$ cat src/rtl/dynamic_window_velocity_planner_top_defines.svh
// Assertion macros for the planner RTL.
// Included by dwvp_back, which checks its own sequencing; no other dependencies.
`ifndef DYNAMIC_WINDOW_VELOCITY_PLANNER_TOP_DEFINES_SVH
`define DYNAMIC_WINDOW_VELOCITY_PLANNER_TOP_DEFINES_SVH
`ifndef SYNTH
`define DWVP_ASSERT(lbl, clk, rst_n, ante, cons) \
    lbl: assert property (@(posedge clk) disable iff (!rst_n) (ante) |-> (cons)) \
        else $error("dwvp assertion failed");
`define DWVP_ASSERT_NEXT(lbl, clk, rst_n, ante, cons) \
    lbl: assert property (@(posedge clk) disable iff (!rst_n) (ante) |=> (cons)) \
        else $error("dwvp assertion failed");
`else
`define DWVP_ASSERT(lbl, clk, rst_n, ante, cons)
`define DWVP_ASSERT_NEXT(lbl, clk, rst_n, ante, cons)
`endif
`endif

$ cat src/rtl/dwvp_pkg.sv
// Shared types, constants and angle helpers for the velocity planner.
// No dependencies; imported by every planner module.
package dwvp_pkg;

    localparam logic OP_WRITE   = 1'b0;
    localparam logic OP_REQUEST = 1'b1;

    localparam int CFG_IDX_W  = 3;
    localparam int CFG_DATA_W = 20;

    localparam logic [CFG_IDX_W-1:0] CFG_MIN_SPEED        = 3'd0;
    localparam logic [CFG_IDX_W-1:0] CFG_MAX_SPEED        = 3'd1;
    localparam logic [CFG_IDX_W-1:0] CFG_SPEED_STEP_LIMIT = 3'd2;
    localparam logic [CFG_IDX_W-1:0] CFG_MAX_TURN_RATE    = 3'd3;
    localparam logic [CFG_IDX_W-1:0] CFG_TURN_STEP_LIMIT  = 3'd4;
    localparam logic [CFG_IDX_W-1:0] CFG_SPEED_RESOLUTION = 3'd5;
    localparam logic [CFG_IDX_W-1:0] CFG_TURN_RESOLUTION  = 3'd6;
    localparam logic [CFG_IDX_W-1:0] CFG_HEADING_RATIO    = 3'd7;

    localparam logic signed [19:0] Q_PI        = 20'sd205887;
    localparam logic signed [19:0] Q_HALF_PI   = 20'sd102944;
    localparam logic signed [19:0] CORDIC_GAIN = 20'sd39797;
    localparam logic signed [23:0] PI_24       = 24'sd205887;
    localparam logic signed [23:0] TWO_PI_24   = 24'sd411775;
    localparam logic [32:0]        Q_RADIUS    = 33'd13107;
    localparam logic [30:0]        Q_RADIUS_SQ = 31'd171793449;
    localparam logic [5:0]         SWEEP_LAST  = 6'd63;

    typedef struct packed {
        logic               op;
        logic [7:0]         point_index;
        logic signed [31:0] point_x;
        logic signed [31:0] point_y;
        logic [8:0]         path_length;
        logic signed [31:0] robot_x;
        logic signed [31:0] robot_y;
        logic signed [19:0] robot_heading;
        logic signed [19:0] robot_speed;
        logic signed [19:0] robot_turn_rate;
    } t_item;

    typedef struct packed {
        logic signed [19:0] min_speed;
        logic signed [19:0] max_speed;
        logic [18:0]        speed_step_limit;
        logic [18:0]        max_turn_rate;
        logic [18:0]        turn_step_limit;
        logic [18:0]        speed_resolution;
        logic [18:0]        turn_resolution;
        logic [15:0]        heading_weight_ratio;
    } t_cfg;

    function automatic logic [15:0] atan_q(input logic [3:0] i);
        case (i)
            4'd0:    return 16'd51472;
            4'd1:    return 16'd30386;
            4'd2:    return 16'd16055;
            4'd3:    return 16'd8150;
            4'd4:    return 16'd4091;
            4'd5:    return 16'd2047;
            4'd6:    return 16'd1024;
            4'd7:    return 16'd512;
            4'd8:    return 16'd256;
            4'd9:    return 16'd128;
            4'd10:   return 16'd64;
            4'd11:   return 16'd32;
            4'd12:   return 16'd16;
            4'd13:   return 16'd8;
            4'd14:   return 16'd4;
            default: return 16'd2;
        endcase
    endfunction

    // single correction: valid for |e| below three half turns
    function automatic logic signed [19:0] wrap_angle(input logic signed [23:0] e);
        logic signed [23:0] r;
        r = e;
        if (e > PI_24) begin
            r = e - TWO_PI_24;
        end else if (e < -PI_24) begin
            r = e + TWO_PI_24;
        end
        return r[19:0];
    endfunction

endpackage

$ cat src/rtl/dwvp_front.sv
// Front end: accepts input words, drops out-of-range waypoint writes,
// clamps path length and queues items for the back end. Uses dwvp_pkg.
module dwvp_front #(
    parameter int PATH_DEPTH = 256
) (
    input  logic                i_clk,
    input  logic                i_rst_n,
    input  logic                i_valid,
    output logic                o_stall,
    input  logic                i_operation,
    input  logic [7:0]          i_point_index,
    input  logic signed [31:0]  i_point_x,
    input  logic signed [31:0]  i_point_y,
    input  logic [8:0]          i_path_length,
    input  logic signed [31:0]  i_robot_x,
    input  logic signed [31:0]  i_robot_y,
    input  logic signed [19:0]  i_robot_heading,
    input  logic signed [19:0]  i_robot_speed,
    input  logic signed [19:0]  i_robot_turn_rate,
    output logic                o_q_valid,
    output dwvp_pkg::t_item     o_q_item,
    input  logic                i_q_pop
);
    import dwvp_pkg::*;

    localparam int QD = 2;
    localparam int QW = $clog2(QD);

    t_item          r_q [QD];
    logic [QW-1:0]  r_wr_ptr;
    logic [QW-1:0]  r_rd_ptr;
    logic [QW:0]    r_count;
    t_item          n_item;
    logic           keep;
    logic           push;

    always_comb begin
        n_item.op              = i_operation;
        n_item.point_index     = i_point_index;
        n_item.point_x         = i_point_x;
        n_item.point_y         = i_point_y;
        n_item.path_length     = i_path_length;
        n_item.robot_x         = i_robot_x;
        n_item.robot_y         = i_robot_y;
        n_item.robot_heading   = i_robot_heading;
        n_item.robot_speed     = i_robot_speed;
        n_item.robot_turn_rate = i_robot_turn_rate;
        if (32'(i_path_length) > PATH_DEPTH) begin
            n_item.path_length = 9'(PATH_DEPTH);
        end
    end

    assign keep      = (i_operation == OP_REQUEST) || (32'(i_point_index) < PATH_DEPTH);
    assign o_stall   = (r_count == (QW+1)'(QD));
    assign push      = i_valid && !o_stall && keep;
    assign o_q_valid = (r_count != '0);
    assign o_q_item  = r_q[r_rd_ptr];

    always_ff @(posedge i_clk) begin
        if (push) begin
            r_q[r_wr_ptr] <= n_item;
        end
    end

    always_ff @(posedge i_clk) begin
        if (!i_rst_n) begin
            r_wr_ptr <= '0;
            r_rd_ptr <= '0;
            r_count  <= '0;
        end else begin
            if (push) begin
                r_wr_ptr <= r_wr_ptr + 1'b1;
            end
            if (i_q_pop) begin
                r_rd_ptr <= r_rd_ptr + 1'b1;
            end
            case ({push, i_q_pop})
                2'b10:   r_count <= r_count + 1'b1;
                2'b01:   r_count <= r_count - 1'b1;
                default: r_count <= r_count;
            endcase
        end
    end

endmodule

$ cat config.mk
export PLATFORM = sky130hd
export DESIGN_NAME = dwvp_front
export DESIGN_NICKNAME = d
export VERILOG_FILES = /design/src/rtl/dynamic_window_velocity_planner_top_defines.svh /design/src/rtl/dwvp_pkg.sv /design/src/rtl/dwvp_front.sv
export SDC_FILE = /design/constraint.sdc
export NUM_CORES = 1
export LEC_CHECK = 0
export BUFFER_PORTS_ARGS = -buffer_cell sky130_fd_sc_hd__buf_2
export CAP_MARGIN = 10
export CORE_ASPECT_RATIO = 0.5
export CORE_MARGIN = 4
export CORE_UTILIZATION = 54
export CTS_BUF_LIST = sky130_fd_sc_hd__clkbuf_2 sky130_fd_sc_hd__clkbuf_4 sky130_fd_sc_hd__clkbuf_8
export DETAILED_ROUTE_END_ITERATION = 6
export HOLD_SLACK_MARGIN = 0.12
export PLACE_DENSITY = 0.82
export SYNTH_ARGS = -nofsm -noshare
export SYNTH_HDL_FRONTEND = slang
export SYNTH_SLANG_ARGS = --single-unit
$ cat constraint.sdc
create_clock -name i_clk -period 8 [get_ports i_clk]
set_input_delay 0.4 -clock i_clk [delete_from_list [all_inputs] [get_ports i_clk]]
set_output_delay 0.4 -clock i_clk [all_outputs]
set_load 0.02 [all_outputs]
==> results.json <==
{
  "run_status": "completed",
  "grt_start_max_net_pins": 157,
  "clk_pin_slew_worst_paths_ns": 0.07,
  "cts_made_buffers": 56,
  "route.detailed.drc": 0,
  "setup_tns_ns": 0,
  "cp.arrival_ns": 3.00,
  "start_kind": "flip-flop",
  "path_max_fanout": 156,
  "placed_area_um2": 17600,
  "drive_above_1_share_pct": 51.6,
  "reg2reg_to": "r_q[0][163]$_DFFE_PP_",
  "synth_enable_flop_cells": 412,
  "place.detailed.hpwl_um": 22300,
  "totalWireLength_um": 38000,
  "floorplan.initialDensity_pct": 54.8,
  "first_global_vias": 9786,
  "row_count": 43,
  "cts.hold.buffers_added": 201,
  "ys_async_sr_fraction_pct": 0,
  "whs_path_depth": 2,
  "postCtsSetupBuffers": 0,
  "min_period_over_period_pct": 42.5,
  "sw_frac_of_total_pct": 26.4,
  "fin_worst_skew_ns": 0.0142,
  "netlist_top_cells_count": "sky130_fd_sc_hd__edfxtp_1 (412), sky130_fd_sc_hd__mux2_2 (196), sky130_fd_sc_hd__buf_6 (16)",
  "numClockSinks": 417,
  "grt_pass1_wl_um": 55900,
  "gp_congestion": 0.908,
  "antenna_violating_nets_post_route": 0,
  "io_pins": 418,
  "hold_class": "in2reg",
  "via_count_of_the_routed_design": 8857,
  "ys_dominant_reg_cell": "sky130_fd_sc_hd__edfxtp_1",
  "critPathRequiredTime_ns": 7.60,
  "rsz0062_at_grt": "no",
  "hold_vio_cnt_final": 0,
  "fmax_mhz": 294,
  "combinational_group_share_of_total_power_pct": 16.7,
  "cts_root_buf": "sky130_fd_sc_hd__clkbuf_8",
  "yosys.cell_count.top_type": "sky130_fd_sc_hd__edfxtp_1",
  "post_cts_resized": 0,
  "buffer_ports.inserted": 417,
  "synth_sequential_area_ratio_pct": 82.1,
  "max_slew_margin_pct": 22.0,
  "report.final.setup_viol": 0,
  "p_switching_w": 0.00137,
  "fin_crit_ns": 3.40,
  "timing_max_transition_violations_final": 0,
  "timing_worst_slew_pin_value_ns": 1.17,
  "drtIter0Drc": 617,
  "internal-power_w": 0.00380,
  "regToRegSetupSlack_ns": 5.18,
  "leading_cell_types_by_total_area_after_synthesis": "sky130_fd_sc_hd__edfxtp_1 (81%), sky130_fd_sc_hd__mux2_2 (15%), sky130_fd_sc_hd__buf_6 (1.2%)",
  "power_frac_clock_pct": 31.2,
  "clock_tree_from_tritoncts": "yes",
  "synth.avg_cell_area_um2": 22.5,
  "timing.hold.worst.start": "i_path_length[5]",
  "seqPwrFrac_pct": 52.1,
  "die-area_um2": 31000,
  "worstSetupEndpointType": "primary output",
  "setup.worst_path.class": "reg2out",
  "placeableCoreArea_um2": 27700,
  "grt_use_total_pct": 23.8,
  "synth_warnings": 0,
  "power.density_cell_area_nw_per_um2": 249,
  "design_area_um2": 20700,
  "synth_seq_cells": 417,
  "die_x_um": 245,
  "area_delta_synth_final_pct": 36.3,
  "drtPass1Iterations": 5,
  "worst_vdd_drop_mv": 0.196,
  "timing.reg2reg.worst_path_depth": 5,
  "timing.hold.worst_endpoint": "r_q[0][129]$_DFFE_PP_",
  "grt_remaining_overflow": 0,
  "clockBufferDepth": 3,
  "synth_largest_type_area_fraction_pct": 81.4,
  "power.leakage_nw": 7.85,
  "synth_top_area_cell": "sky130_fd_sc_hd__edfxtp_1",
  "synthCells": 675,
  "grt_antenna_before_repair": 2,
  "routedWlPerCell_um": 21.6,
  "synthesis.nets": 886,
  "drt_via_density": 5.04,
  "htree_num_levels": 2,
  "timing.rr.start": "r_count[0]$_SDFFE_PN0P_",
  "worst_skew_pair.late_latency_ns": 0.58,
  "netlist-cell-type-count": 21,
  "final_net_count": 1543,
  "max-cap-violations": 0,
  "floorplan.die.height_um": 127,
  "syn-cell-area_um2": 15200
}
## cells by family after synthesis
group	after synthesis	share of synthesized area [%]
adders and majority gates	1	0.0823
xor gates and xnor gates	3	0.173
muxes	206	15.3
AOI/OAI and AO/OA	4	0.165
buffers and inverters	27	1.52
DFF	417	82.1
and+or+nand+nor	17	0.700
## critical path, stage by stage (launching register included)
cell and delay, ns:
sky130_fd_sc_hd__dfxtp_4 0.82, sky130_fd_sc_hd__buf_12 0.53, sky130_fd_sc_hd__mux2_2 0.46, sky130_fd_sc_hd__buf_2 0.18
## worst max path at each step
stage	startpoint	slack, ns	endpoint
finish	flip-flop	4.60	o_q_item[124]
global route	flip-flop	4.60	o_q_item[106]
CTS	flip-flop	4.71	o_q_item[124]
detailed placement	r_count[0]$_SDFFE_PN0P_	5.18	r_q[0][106]$_DFFE_PP_
global placement	i_valid	5.29	r_q[0][20]$_DFFE_PP_
floorplan	r_count[0]$_SDFFE_PN0P_	2.15	r_q[1][0]$_DFFE_PP_
## final cells by class
| class | count | area [um2] |
|---|---|---|
| flip-flops and latches | 417 | 12500 |
| fillers | 1584 | 7000 |
| repair buffers | 623 | 4150 |
| multi-input cells | 231 | 2490 |
| clock buffers | 74 | 931 |
| well taps | 382 | 478 |
| clock inverters | 24 | 153 |
| inverters | 3 | 18.8 |
| diodes | 2 | 5.00 |
## metrics by stage
stage	util [%]	hold slack, ns	total power (W)	setup WS [ns]	std cells
finish	74.7	0.181	0.00516	4.60	1756
global route	74.7	0.146	0.00536	4.60	1756
CTS	74.7	0.120	0.00516	4.71	1754
detailed placement	63.5	0.496	0.00351	5.18	1455
global placement	63.5	0.477	0.00347	5.29	1455
floorplan	-	0.457	0.00324	2.15	675
## sequential cells by signal (all words and copies together), names as in the netlist, named ones only
| name | count |
|---|---|
| r_wr_ptr | 1 |
| r_count | 2 |
| r_q | 412 |
| r_rd_ptr | 1 |
## power groups by stage
stage | registers, W | clock network, W | logic (W)
3_5_place_dp | 0.00273 | 0 | 0.000773
4_1_cts | 0.00269 | 0.00161 | 0.000859
2_1_floorplan | 0.00274 | 0 | 0.000501
6_report | 0.00269 | 0.00161 | 0.000862
3_3_place_gp | 0.00272 | 0 | 0.000757
5_1_grt | 0.00270 | 0.00175 | 0.000905
## routing by layer
layer | track usage [%] | vias to the layer above | routed length (um)
met4 | 10.4 | 0 | 1610
met5 | 0 | - | 0
met2 | 46.1 | 283 | 21600
li1 | - | 3998 | -
met1 | 25.5 | 4470 | 13300
met3 | 4.27 | 106 | 1460
## cell usage in the layout, fill, tap and decap left out, types with 3 or more instances in the layout
cell type / count
sky130_fd_sc_hd__clkbuf_4: 14
sky130_fd_sc_hd__clkinv_1: 14
sky130_fd_sc_hd__clkbuf_8: 60
sky130_fd_sc_hd__dfxtp_1: 4
sky130_fd_sc_hd__clkinv_2: 8
sky130_fd_sc_hd__dlygate4sd3_1: 201
sky130_fd_sc_hd__buf_2: 417
sky130_fd_sc_hd__and2_1: 3
sky130_fd_sc_hd__nor2b_1: 8
sky130_fd_sc_hd__mux2_1: 10
sky130_fd_sc_hd__mux2_2: 196
sky130_fd_sc_hd__edfxtp_1: 412
sky130_fd_sc_hd__buf_4: 4
(Power assumes the default switching activity.)
